## config.mk

```make
export PLATFORM = sky130hd
export DESIGN_NAME = i2c_led_selector_register_file
export DESIGN_NICKNAME = d
export VERILOG_FILES = /design/src/rtl/core/ilsr_pkg.sv /design/src/rtl/core/ilsr_in_reg.sv /design/src/rtl/core/ilsr_regfile.sv /design/src/rtl/core/i2c_led_selector_register_file.sv
export VERILOG_INCLUDE_DIRS = /design/src /design/src/rtl/core
export SDC_FILE = /design/constraint.sdc
export NUM_CORES = 1
export LEC_CHECK = 0
export BUFFER_PORTS_ARGS = -buffer_cell sky130_fd_sc_hd__buf_2
export CAP_MARGIN = 20
export CORE_AREA = 2 2 129 118
export CTS_CLUSTER_DIAMETER = 30
export DETAILED_ROUTE_END_ITERATION = 16
export DIE_AREA = 0 0 131 120
export PLACE_DENSITY = 0.87
export SLEW_MARGIN = 40
export SYNTH_ARGS = -nofsm -noshare
export SYNTH_HDL_FRONTEND = slang
export SYNTH_SLANG_ARGS = --single-unit
```

## constraint.sdc

```tcl
create_clock -name i_clk -period 5.75 [get_ports i_clk]
set_input_delay 1.15 -clock i_clk [delete_from_list [all_inputs] [get_ports i_clk]]
set_output_delay 1.15 -clock i_clk [all_outputs]
set_load 0.02 [all_outputs]
```

## src/rtl/core/i2c_led_selector_register_file_defines.svh

```systemverilog
`ifndef I2C_LED_SELECTOR_REGISTER_FILE_DEFINES_SVH
`define I2C_LED_SELECTOR_REGISTER_FILE_DEFINES_SVH

// same-cycle implication, checked outside reset
`define ILSR_ASSERT_NOW(label, clk, rst_n, ante, cons) \
    label: assert property (@(posedge clk) disable iff (!rst_n) (ante) |-> (cons)) \
        else $error("ilsr check failed");

// next-cycle implication, checked outside reset
`define ILSR_ASSERT_NEXT(label, clk, rst_n, ante, cons) \
    label: assert property (@(posedge clk) disable iff (!rst_n) (ante) |=> (cons)) \
        else $error("ilsr check failed");

`endif

```

## src/rtl/core/ilsr_pkg.sv

```systemverilog
`default_nettype none
package ilsr_pkg;

    localparam int NUM_PINS      = 16;
    localparam int LAST_REGISTER = 9;

    localparam logic [15:0] ACTIVE_MASK = 16'((32'd1 << NUM_PINS) - 32'd1);
    localparam logic [4:0]  REG_WRAP    = 5'(LAST_REGISTER + 1);

    localparam logic [7:0] NO_POINTER  = 8'hFF;
    localparam int         AUTOINC_BIT = 4;
    localparam logic [7:0] UNDEF_READ  = 8'hFF;

    localparam logic [3:0] REG_INPUT_LO    = 4'd0;
    localparam logic [3:0] REG_INPUT_HI    = 4'd1;
    localparam logic [3:0] REG_BLINK_FIRST = 4'd2;
    localparam logic [3:0] REG_BLINK_LAST  = 4'd5;
    localparam logic [3:0] REG_SEL_FIRST   = 4'd6;
    localparam logic [3:0] REG_SEL_LAST    = 4'd9;

    localparam logic [1:0] SEL_ON  = 2'd0;
    localparam logic [1:0] SEL_OFF = 2'd1;

    localparam logic [7:0] BLINK_RESET_PRESCALE = 8'hFF;
    localparam logic [7:0] BLINK_RESET_DUTY     = 8'h80;
    localparam logic [7:0] SEL_RESET            = 8'h55;
    localparam logic [15:0] LEVELS_RESET        = 16'hFFFF;

    typedef enum logic [1:0] {
        OP_BUS_EVENT = 2'd0,
        OP_WRITE     = 2'd1,
        OP_READ      = 2'd2,
        OP_PIN       = 2'd3
    } t_op;

    typedef struct packed {
        t_op        op;
        logic [7:0] data_byte;
        logic [3:0] pin_index;
        logic       pin_level;
    } t_item;

    typedef struct packed {
        logic [7:0]  read_data;
        logic [15:0] pin_levels;
        logic [15:0] pin_edges;
    } t_result;

endpackage
`default_nettype wire

```

## src/rtl/core/ilsr_in_reg.sv

```systemverilog
`default_nettype none
module ilsr_in_reg
    import ilsr_pkg::*;
(
    input  wire logic  i_clk,
    input  wire logic  i_rst_n,
    input  wire logic  i_valid,
    input  wire t_item i_item,
    input  wire logic  i_take,
    output logic       o_ready,
    output logic       o_valid,
    output t_item      o_item
);

    logic  r_valid;
    t_item r_item;

    assign o_ready = !r_valid || i_take;
    assign o_valid = r_valid;
    assign o_item  = r_item;

    always_ff @(posedge i_clk) begin
        if (!i_rst_n) begin
            r_valid <= 1'b0;
        end else if (o_ready) begin
            r_valid <= i_valid;
        end
    end

    always_ff @(posedge i_clk) begin
        if (o_ready && i_valid) begin
            r_item <= i_item;
        end
    end

endmodule
`default_nettype wire

```

## src/rtl/core/ilsr_regfile.sv

```systemverilog
`default_nettype none
module ilsr_regfile
    import ilsr_pkg::*;
(
    input  wire logic  i_clk,
    input  wire logic  i_rst_n,
    input  wire t_item i_item,
    input  wire logic  i_commit,
    output t_result    o_result
);

    logic [7:0]  r_ptr;
    logic        r_taken;
    logic [7:0]  r_blink [4];
    logic [7:0]  r_sel [4];
    logic [15:0] r_levels;
    logic [15:0] r_ext;

    logic [7:0]  n_ptr;
    logic        n_taken;
    logic [7:0]  n_blink [4];
    logic [7:0]  n_sel [4];
    logic [15:0] n_levels;
    logic [15:0] n_ext;

    logic [7:0]  rd;
    logic        refresh;
    logic        advance;
    logic [3:0]  idx;
    logic [3:0]  off_blink;
    logic [3:0]  off_sel;
    logic [4:0]  wrap_a;
    logic [4:0]  wrap_b;
    logic [4:0]  wrap_c;
    logic [15:0] fresh;

    assign idx       = r_ptr[3:0];
    assign off_blink = idx - REG_BLINK_FIRST;
    assign off_sel   = idx - REG_SEL_FIRST;

    // wrap after the last register
    assign wrap_a = {1'b0, idx} + 5'd1;
    assign wrap_b = (wrap_a >= REG_WRAP) ? (wrap_a - REG_WRAP) : wrap_a;
    assign wrap_c = (wrap_b >= REG_WRAP) ? (wrap_b - REG_WRAP) : wrap_b;

    always_comb begin
        n_ptr   = r_ptr;
        n_taken = r_taken;
        n_blink = r_blink;
        n_sel   = r_sel;
        n_ext   = r_ext;
        rd      = 8'd0;
        refresh = 1'b0;
        advance = 1'b0;
        unique case (i_item.op)
            OP_BUS_EVENT: begin
                n_taken = 1'b0;
            end
            OP_WRITE: begin
                if (!r_taken) begin
                    n_ptr   = i_item.data_byte;
                    n_taken = 1'b1;
                end else begin
                    if (idx >= REG_BLINK_FIRST && idx <= REG_BLINK_LAST) begin
                        n_blink[off_blink[1:0]] = i_item.data_byte;
                    end else if (idx >= REG_SEL_FIRST && idx <= REG_SEL_LAST) begin
                        n_sel[off_sel[1:0]] = i_item.data_byte;
                        refresh = 1'b1;
                    end
                    advance = 1'b1;
                end
            end
            OP_READ: begin
                priority if (idx == REG_INPUT_LO) begin
                    rd = r_levels[7:0];
                end else if (idx == REG_INPUT_HI) begin
                    rd = r_levels[15:8];
                end else if (idx >= REG_BLINK_FIRST && idx <= REG_BLINK_LAST) begin
                    rd = r_blink[off_blink[1:0]];
                end else if (idx >= REG_SEL_FIRST && idx <= REG_SEL_LAST) begin
                    rd = r_sel[off_sel[1:0]];
                end else begin
                    rd = UNDEF_READ;
                end
                advance = 1'b1;
            end
            OP_PIN: begin
                if ({1'b0, i_item.pin_index} < 5'(NUM_PINS)
                        && r_ext[i_item.pin_index] != i_item.pin_level) begin
                    n_ext[i_item.pin_index] = i_item.pin_level;
                    refresh = 1'b1;
                end
            end
            default: begin
                n_taken = r_taken;
            end
        endcase
        if (advance && r_ptr != NO_POINTER && r_ptr[AUTOINC_BIT]) begin
            n_ptr = {3'b000, 1'b1, wrap_c[3:0]};
        end
    end

    // per-pin level from its selector
    always_comb begin
        logic [1:0] sel;
        fresh = r_levels;
        for (int i = 0; i < 16; i++) begin
            sel = n_sel[i / 4][2 * (i % 4) +: 2];
            if (i < NUM_PINS) begin
                if (sel == SEL_ON) begin
                    fresh[i] = 1'b0;
                end else if (sel == SEL_OFF) begin
                    fresh[i] = n_ext[i];
                end
            end
        end
    end

    assign n_levels = refresh ? fresh : r_levels;

    assign o_result.read_data  = rd;
    assign o_result.pin_levels = n_levels;
    assign o_result.pin_edges  = (r_levels ^ n_levels) & ACTIVE_MASK;

    always_ff @(posedge i_clk) begin
        if (!i_rst_n) begin
            r_ptr    <= NO_POINTER;
            r_taken  <= 1'b0;
            r_blink  <= '{BLINK_RESET_PRESCALE, BLINK_RESET_DUTY,
                          BLINK_RESET_PRESCALE, BLINK_RESET_DUTY};
            r_sel    <= '{default: SEL_RESET};
            r_levels <= LEVELS_RESET;
            r_ext    <= LEVELS_RESET;
        end else if (i_commit) begin
            r_ptr    <= n_ptr;
            r_taken  <= n_taken;
            r_blink  <= n_blink;
            r_sel    <= n_sel;
            r_levels <= n_levels;
            r_ext    <= n_ext;
        end
    end

endmodule
`default_nettype wire

```

## src/rtl/core/i2c_led_selector_register_file.sv

```systemverilog
// a request passes through the input register and then the output register before its result is valid
// throughput: one request per cycle, limited only by output backpressure
// each request is decoded combinationally and applied to the register state when it leaves the input register
// reset (synchronous, active low) restores the register file's registers to power-on values
// reset empties the input and output registers; no clearing pass is needed
`default_nettype none
`include "i2c_led_selector_register_file_defines.svh"
module i2c_led_selector_register_file
    import ilsr_pkg::*;
(
    input  wire logic        i_clk,
    input  wire logic        i_rst_n,
    input  wire logic        i_in_valid,
    output logic             o_in_ready,
    input  wire logic [1:0]  i_op,
    input  wire logic [7:0]  i_data_byte,
    input  wire logic [3:0]  i_pin_index,
    input  wire logic        i_pin_level,
    output logic             o_out_valid,
    input  wire logic        i_out_ready,
    output logic [7:0]       o_read_data,
    output logic [15:0]      o_pin_levels,
    output logic [15:0]      o_pin_edges
);

    t_item   in_item;
    t_item   cur_item;
    t_result cur_result;
    logic    cur_valid;
    logic    take;

    logic        r_out_valid;
    logic [7:0]  r_read_data;
    logic [15:0] r_pin_levels;
    logic [15:0] r_pin_edges;

    assign in_item.op        = t_op'(i_op);
    assign in_item.data_byte = i_data_byte;
    assign in_item.pin_index = i_pin_index;
    assign in_item.pin_level = i_pin_level;

    assign take = cur_valid && (!r_out_valid || i_out_ready);

    ilsr_in_reg u_in_reg (
        .i_clk   (i_clk),
        .i_rst_n (i_rst_n),
        .i_valid (i_in_valid),
        .i_item  (in_item),
        .i_take  (take),
        .o_ready (o_in_ready),
        .o_valid (cur_valid),
        .o_item  (cur_item)
    );

    ilsr_regfile u_regfile (
        .i_clk    (i_clk),
        .i_rst_n  (i_rst_n),
        .i_item   (cur_item),
        .i_commit (take),
        .o_result (cur_result)
    );

    always_ff @(posedge i_clk) begin
        if (!i_rst_n) begin
            r_out_valid <= 1'b0;
        end else if (!r_out_valid || i_out_ready) begin
            r_out_valid <= cur_valid;
        end
    end

    always_ff @(posedge i_clk) begin
        if (take) begin
            r_read_data  <= cur_result.read_data;
            r_pin_levels <= cur_result.pin_levels;
            r_pin_edges  <= cur_result.pin_edges;
        end
    end

    assign o_out_valid  = r_out_valid;
    assign o_read_data  = r_read_data;
    assign o_pin_levels = r_pin_levels;
    assign o_pin_edges  = r_pin_edges;

    // a read never changes pin levels, so edges and read data exclude each other
    `ILSR_ASSERT_NOW(a_edges_no_read, i_clk, i_rst_n,
        o_out_valid && o_pin_edges != 16'd0, o_read_data == 8'd0)
    // pins beyond the active count are never flagged
    `ILSR_ASSERT_NOW(a_edges_active, i_clk, i_rst_n,
        o_out_valid, (o_pin_edges & ~ACTIVE_MASK) == 16'd0)
    // an empty input register always takes a request
    `ILSR_ASSERT_NOW(a_in_ready_empty, i_clk, i_rst_n,
        !cur_valid, o_in_ready)
    // a request taken from the input register always shows up at the output
    `ILSR_ASSERT_NEXT(a_take_out, i_clk, i_rst_n,
        take, o_out_valid)

endmodule
`default_nettype wire

```

==> flow_results.org, run 1 <==
** Clock tree
- For this design, the CTS-stage hold fixing added 0 buffers.
- H-tree depth reported by CTS :: 4
- TritonCTS built the clock tree.
- Buffer cell driving the clock tree root :: sky130_fd_sc_hd__clkbuf_16
- Buffers added to address setup during post-CTS repair amount to 0.
- At the later pin of the worst-skew pair, clock insertion delay measures 440 ps.
- Clock tree synthesis found a total of 162 sinks.
- CTS Buffer Depth :: 2
- Clock-pin slew was measured on the worst setup and hold paths at 60 ps.
- Buffers inserted during clock tree synthesis total 17.
- Count of cells resized by post-cts repair :: 0

** Placed design
- # port buffers :: 60
- GP Congestion :: 0.941
- Post-detailed-placement half-perimeter wirelength :: 15.0 mm

** Global route
- The total overflow left after global routing is 0.
- Global routing used 30.0% of the available tracks across all layers.
- Entering global routing, the biggest net connects 81 pins.
- The initial antenna violation count came to 0.
- Via count of the first global-routing pass :: 6,668
- The first global-routing pass estimated 35.9 mm of wire.

** Yosys
- For this run, the number of Yosys warnings is 0.
- Among all flip-flop cells after synthesis, the most frequent one is sky130_fd_sc_hd__dfxtp_1.
- Nets in the synthesized netlist :: 931
- Count of unique library cells instantiated by Yosys :: 64
- Summing every instance area after synthesis gives 8510 µm².
- Number of cells produced by synthesis :: 900
- Dominant cell type by area after synthesis :: sky130_fd_sc_hd__dfxtp_1
- Yosys top cell area share :: 25.2%
- Yosys mapped a number of flops with a built-in enable equal to 55.
- Post-Synthesis Mean Instance Area :: 9.45 µm²
- Number of register bits inferred by synthesis :: 162
- Summing the sequential cell areas from Yosys gives 44.6% of the chip area.
- For this run, asynchronously set or reset flops after synthesis account for 0%.
- Synth area leaders :: sky130_fd_sc_hd__dfxtp_1, sky130_fd_sc_hd__edfxtp_1, sky130_fd_sc_hd__mux4_2, sky130_fd_sc_hd__nand3_1, sky130_fd_sc_hd__nand2_1

** Critical path
- CP max FO :: 29
- Sort of element at the start of the critical path :: flip-flop
- At the worst endpoint, the required time is 6040 ps.
- Highest-delay cell along the critical path :: sky130_fd_sc_hd__a32oi_1
- Most common cell on crit path :: sky130_fd_sc_hd__buf_4
- Endpoint arrival time on the critical path :: 3800 ps
- Critical path, cell by cell :: buf_4, inv_1, ha_1, or2_2, a32o_1, buf_4, a32oi_1, o221ai_1, nand2b_1, a21oi_1
- STA classifies the critical path endpoint as a flip-flop.
- The critical path is of the reg2reg type.
- Counting both buffers and inverters, the worst setup path holds a total of 3.
- In this design, the stage delay of the slowest critical-path cell is 490 ps.
- Category of cells accounting for the largest share of critical-path delay :: compound AO/OA/AOI/OAI gates

** Timing
- Max-slew violation count :: 0
- For the pin with the worst max-slew slack, the measured transition is 839 ps.
- Achievable clock frequency :: 285 MHz
- Setup repair after global routing left no endpoint under its margin.
- Final count of negative-setup-slack endpoints :: 0
- Adding up every negative setup slack in the final design gives 0 ps.
- Final Critical Period :: 3510 ps
- The hold violation count in the final report was 0.
- Normalized max-slew margin :: 44.1%
- The worst path uses 61.0% of the clock period.
- Across the routed clock network, the largest skew measured is 8.39 ps.

** Final layout
- Fill cell total of the finished layout :: 1,128
- Leading cell types in the layout, fill and taps excluded :: sky130_fd_sc_hd__nand2_1, sky130_fd_sc_hd__dfxtp_1, sky130_fd_sc_hd__nand3_1
- In the final layout, the share of cells above drive strength 1 is 16.1%.
- Net count reported at finish :: 947
- The number of antenna diodes in the final layout is 0.
- Layout Area Growth over Synthesis :: 11.0%
- Leaving out fill and tap cells, the most frequent cell in the layout is sky130_fd_sc_hd__nand2_1.

** Die
- Placeable core region :: 14,500 µm²
- The floorplan has 42 rows.
- The floorplan step defined a die boundary enclosing 15,700 µm².
- Initial standard-cell utilization of the core :: 58.9%
- In this run the count of I/O pins placed on the die edge is 61.
- The floorplan step set the die height to 120 µm.
- Die X-Extent :: 131 µm

** Route
- After the first detailed-routing iteration, the DRC count stood at 1,108.
- Final wirelength :: 22.8 mm
- Dividing the detail-routed via count by the number of cells gives 6.54.
- Via count :: 7,366
- Antenna violation net count after detailed routing :: 0
- The first detailed-routing pass ran for 5 iterations.
- Detailed-route wire length per cell :: 20.2 µm
- Total DRC errors in the routed layout :: 0

** Power and ir drop
- Power per standard cell area :: 288 nW/µm²
- VDD sags by at most 216 µV.
- For this design the static power due to leakage is 0.00369 µW.
- Overall power of the completed layout :: 2720 µW

** Worst hold path
- The path class of the tightest hold or removal check is reg2reg.

** Outcome
- The run finished with clean final reports.

** Flow run
- Max-cap violations in this run came to 0.
-- worst reg2reg max path: stages (launching register included) --
cell                       delay [ps]
sky130_fd_sc_hd__dfxtp_1          310
sky130_fd_sc_hd__buf_4            350
sky130_fd_sc_hd__inv_1            200
sky130_fd_sc_hd__ha_1             370
sky130_fd_sc_hd__or2_2            380
sky130_fd_sc_hd__a32o_1           270
sky130_fd_sc_hd__buf_4            240
sky130_fd_sc_hd__a32oi_1          500
sky130_fd_sc_hd__o221ai_1         370
sky130_fd_sc_hd__nand2b_1         240
sky130_fd_sc_hd__a21oi_1          130
-- layout make-up --
cell class	count	area, µm²	area share [%]
repair buffers	70	375	3.98
multi-input cells	649	4360	46.1
clock inverters	11	125	1.33
inverters	16	60.1	0.636
flip-flops and latches	162	3790	40.2
clock buffers	21	483	5.12
well taps	198	248	2.62
-- synthesized netlist by cell type, types with 12 or more instances --
library cell,number
sky130_fd_sc_hd__nand2_1,121
sky130_fd_sc_hd__dfxtp_1,107
sky130_fd_sc_hd__nand3_1,98
sky130_fd_sc_hd__o21ai_0,64
sky130_fd_sc_hd__a21oi_1,61
sky130_fd_sc_hd__edfxtp_1,55
sky130_fd_sc_hd__clkbuf_1,54
sky130_fd_sc_hd__nor2_1,37
sky130_fd_sc_hd__mux2i_1,33
sky130_fd_sc_hd__mux4_2,22
sky130_fd_sc_hd__o211ai_1,20
sky130_fd_sc_hd__xnor2_1,17
sky130_fd_sc_hd__inv_1,15
sky130_fd_sc_hd__mux2_2,15
sky130_fd_sc_hd__nand3b_1,14
sky130_fd_sc_hd__o211a_1,14
sky130_fd_sc_hd__ha_1,12
-- per-layer routing --
metal | vias to the layer above | wire, µm | GRT usage, % | part of all wire [%]
met5 | - | 0 | 0 | 0
met3 | 69 | 2460 | 7.49 | 11
met4 | 0 | 816 | 13.1 | 3.6
met1 | 3480 | 9130 | 40.6 | 40
met2 | 492 | 10400 | 45.7 | 46
li1 | 3325 | - | - | -
-- path summary, 6_finish.rpt --
check                                           start               endpoint  slack (ps)  cells after the start
worst max-delay path               u_regfile.r_ptr[0]         o_pin_edges[7]        2240                     10
worst min-delay path            u_regfile.r_blink[18]  u_regfile.r_blink[18]         460                      2
worst max register to register     u_regfile.r_ptr[0]         o_pin_edges[7]        2240                     10
worst min register to register  u_regfile.r_blink[18]  u_regfile.r_blink[18]         460                      2
-- registers in the layout (all words and copies together) (netlist names) --
signal	cells
o_pin_edges	16
o_read_data	8
o_out_valid	1
o_pin_levels	16
u_regfile.r_ext	16
u_in_reg.o_valid	1
u_regfile.r_sel	32
u_regfile.r_levels	16
u_in_reg.o_item	15
u_regfile.r_taken	1
u_regfile.r_ptr	8
u_regfile.r_blink	32
-- kinds of logic after synthesis --
family,Yosys count,share of synthesized area (%)
AO/OA/AOI/OAI,213,15.8
XOR/XNOR,18,1.85
adder cells (fa/ha/maj),12,1.76
buffers and inverters,89,4.44
flip-flops,162,44.6
multiplexers,75,12.5
AND/OR/NAND/NOR,331,19.0
-- power by group --
group / switching (µW) / leakage (µW) / internal (µW)
logic: 177 / 0.00203 / 111
registers: 51.6 / 0.00137 / 1220
clock network: 465 / 0.000290 / 692
total: 694 / 0.00369 / 2020
-- through the flow --
stage / cells / setup slack [ps] / hold WS, ps / area (µm²) / util, %
2_1_floorplan: 900 / 2250 / 433 / 8510 / -
3_3_place_gp: 1095 / 2100 / 446 / 8820 / 61.1
3_5_place_dp: 1095 / 2350 / 454 / 8830 / 61.1
4_1_cts: 1127 / 2310 / 464 / 9440 / 65.3
5_1_grt: 1127 / 2010 / 477 / 9440 / 65.3
6_report: 1127 / 2240 / 464 / 9440 / 65.3
Note: power is estimated with default switching activity, not from simulation.
==> run 2, diff against run 1 <==
- CORE_AREA: 2 2 129 118 -> 2 2 135 123
- DIE_AREA: 0 0 131 120 -> 0 0 137 125
- PLACE_DENSITY: 0.87 -> 0.84
- clock period: 5.75 -> 3 ns (I/O delays scaled with it)
==> flow_results.org, run 2 (same netlist as run 1, synthesis figures left out) <==
** Outcome
- Result of the run :: complete, no violations

** Die
- Height of the chip :: 125 µm (+4.2%)
- Die X-Extent :: 137 µm (+4.6%)
- The effective utilization at floorplan was 53.7% (-5.2 points).
- The number of standard-cell rows in the floorplan came to 44 (+4.8%).
- The standard cell core area was 15,900 µm² (+9.7%).
- Die Outline Area :: 17,100 µm² (+8.9%)
- Ports :: 61 (unchanged)

** Timing
- The max-slew violation total from the final report was 0 (unchanged).
- TNS Setup :: 0 ps (unchanged)
- The timing-limited maximum frequency was 347 MHz (+22%).
- Final Critical Period :: 2880 ps (-625 ps)
- Endpoints failing hold :: 0 (unchanged)
- Setup repair after global routing missed its margin :: no
- The part of the cycle the worst path needs was 96.0% (+35 points).
- Actual slew at the worst max-slew pin :: 837 ps (-2.37 ps)
- Final count of negative-setup-slack endpoints :: 0 (unchanged)
- The max-slew headroom at the worst pin came to 44.2% (+0.16 points).
- The post-route clock skew is 9.72 ps (+1.34 ps).

** Critical path
- The worst setup path is captured at a flip-flop.
- The highest net fanout along the worst path is 10 (-66%).
- Endpoint required time on the critical path :: 3280 ps (-2760 ps)
- The worst register-to-register path ends at o_pin_edges[7].
- The setup path with the least slack is of type reg2reg.
- Endpoint arrival time on the critical path :: 3160 ps (-640 ps)
- The cell count of the worst reg-to-reg path is 9 (-1).
- Worst R2R Setup Slack :: 120 ps (-2130 ps)
- The worst setup path is launched from a flip-flop.
- Worst reg2reg path startpoint :: u_regfile.r_ptr[0]

** Route
- Initial DRC Count :: 891 (-20%)
- The number of nets still failing antenna checks after routing was 0 (unchanged).
- The number of remaining DRC errors is 0 (unchanged).
- The vias after detailed routing is 7,479 (+1.5%).
- Final wirelength :: 22.9 mm (+0.59%)
- DR vias/cell :: 6.41 (-1.9%)
- Pre-Repair DR Iteration Count :: 6 (+1)
- The mean routed wirelength per cell came to 19.7 µm (-2.8%).

** Flow run
- Reported max-cap violation count :: 0 (unchanged)

** Clock tree
- Source-to-sink clock delay at the later pin of the worst-skew pair :: 430 ps (about the same)
- Buffer cell driving the clock tree root :: sky130_fd_sc_hd__clkbuf_16
- Hold-fix buffers, CTS :: 0 (unchanged)
- The number of H-tree levels is 4 (unchanged).
- Count of cells resized by post-cts repair :: 0 (unchanged)
- Clock sinks :: 162 (unchanged)
- TritonCTS built the clock tree.
- The clock-pin slew of the registers on the worst-case setup and hold paths came to 70 ps (about the same).
- Clock buffers created by TritonCTS :: 17 (unchanged)
- Post-CTS setup-driven buffer insertion count :: 0 (unchanged)
- CTS Buffer Depth :: 2 (unchanged)

** Power and ir drop
- Sequential share of power :: 46.7% (-0.2 points)
- The total power of the final layout came to 5200 µW (+91%).
- Internal cell power :: 3820 µW (+89%)
- Portion of total power attributed to the clock network :: 41.9% (-0.6 points)
- The maximum vdd drop was 487 µV (+120%).
- The switching fraction of total power came to 26.5% (+0.99 points).
- The power share of the combinational group is 11.4% (+0.8 points).
- Switching component of the power :: 1380 µW (+99%)
- Leak pwr :: 0.00382 µW (+3.6%)
- Power per standard cell area :: 537 nW/µm² (+87%)

** Worst hold path
- Endpoint, Worst Hold :: u_in_reg.o_item[12]
- Cell count of the worst hold path :: 1 (-1)
- The worst hold path begins at i_data_byte[7].
- HP Class :: in2reg

** Final layout
- Net count reported at finish :: 977 (+3.2%)
- The largest registers in the layout are u_regfile.r_blink (32), u_regfile.r_sel (32).
- The final antenna diode count was 0 (unchanged).
- Commonest non-fill, non-tap cell in the layout :: sky130_fd_sc_hd__nand2_1
- Layout cells sized above 1 :: 18.6% (+2.4 points)
- Layout Area Growth over Synthesis :: 13.7%
- In the layout the commonest cells are sky130_fd_sc_hd__nand2_1, sky130_fd_sc_hd__dfxtp_1, sky130_fd_sc_hd__nand3_1.

** Global route
- Overall overflow remaining after global route :: 0 (unchanged)
- The total routing resource utilization after global routing came to 27.1% (-2.9 points).
- The initial antenna violation count is 1 (+1).
- The wire length of the first global-routing pass was 35.9 mm (unchanged).
- The pin count of the biggest net entering global routing was 80 (-1.2%).
- Via count of the first global-routing pass :: 6,716 (+0.72%)

** Placed design
- GP Congestion :: 0.949 (+0.88%)
- Post-detailed-placement half-perimeter wirelength :: 15.9 mm (+6.1%)
- The count of buffers inserted at the top-level ports is 60 (unchanged).
==> run 2: changes by cell type in the layout (fill, tap and decap cells not counted), moves of 2 or more <==
cell / previous run / this run
sky130_fd_sc_hd__buf_12: 0 / 2
sky130_fd_sc_hd__buf_4: 10 / 38
sky130_fd_sc_hd__clkbuf_16: 19 / 17
sky130_fd_sc_hd__clkinv_2: 2 / 0
sky130_fd_sc_hd__clkinv_4: 2 / 5
sky130_fd_sc_hd__clkinvlp_4: 3 / 1
sky130_fd_sc_hd__inv_6: 1 / 4
==> run 2: power by group through the flow <==
stage	logic, µW	clock network (µW)	registers [µW]
6_report	590	2180	2430
2_1_floorplan	409	0	2450
3_3_place_gp	560	0	2470
3_5_place_dp	577	0	2470
5_1_grt	638	2290	2430
4_1_cts	581	2190	2430
==> run 2: worst max-delay path by stage <==
stage	start	endpoint	slack, ps
finish	u_regfile.r_ptr[0]	o_pin_edges[7]	120
global route	u_in_reg.o_item[2]	o_pin_levels[2]	10
CTS	u_regfile.r_ptr[0]	o_pin_edges[7]	170
detailed placement	u_in_reg.o_item[2]	o_pin_levels[1]	160
global placement	u_in_reg.o_item[2]	o_pin_levels[0]	290
floorplan	u_regfile.r_ptr[1]	o_pin_levels[10]	30
==> run 2: per-stage QoR <==
step	cell area (µm²)	hold WS, ps	setup WS (ps)	cells	util (%)
floorplan	8520	433	26.9	900	-
global placement	9090	441	285	1134	57.3
detailed placement	9090	447	159	1134	57.3
CTS	9670	334	171	1166	61.0
global route	9670	334	12.8	1166	61.0
finish	9670	344	119	1166	61.0
==> run 2: routing by layer <==
metal	up-vias	part of all wire, %	track usage (%)	wire length (µm)
li1	3409	-	-	-
met1	3551	41	37.9	9410
met2	441	45	40.2	10300
met3	78	9.8	7.02	2240
met4	0	4.3	10.7	980
met5	-	0	0	0
==> run 2: layout make-up <==
class | count | area (µm²)
fillers | 1290 | 6180
well taps | 207 | 259
multi-input cells | 649 | 4350
flip-flops and latches | 162 | 3790
repair buffers | 100 | 626
inverters | 16 | 60.1
clock inverters | 13 | 150
clock buffers | 19 | 433
==> run 2: critical path, stage by stage, from the launching register on <==
cell	delay [ps]
sky130_fd_sc_hd__dfxtp_1	370
sky130_fd_sc_hd__buf_4	230
sky130_fd_sc_hd__ha_1	230
sky130_fd_sc_hd__and4bb_2	280
sky130_fd_sc_hd__a32o_1	360
sky130_fd_sc_hd__buf_4	220
sky130_fd_sc_hd__a32oi_1	360
sky130_fd_sc_hd__o221ai_1	310
sky130_fd_sc_hd__nand2b_1	230
sky130_fd_sc_hd__a21oi_1	150
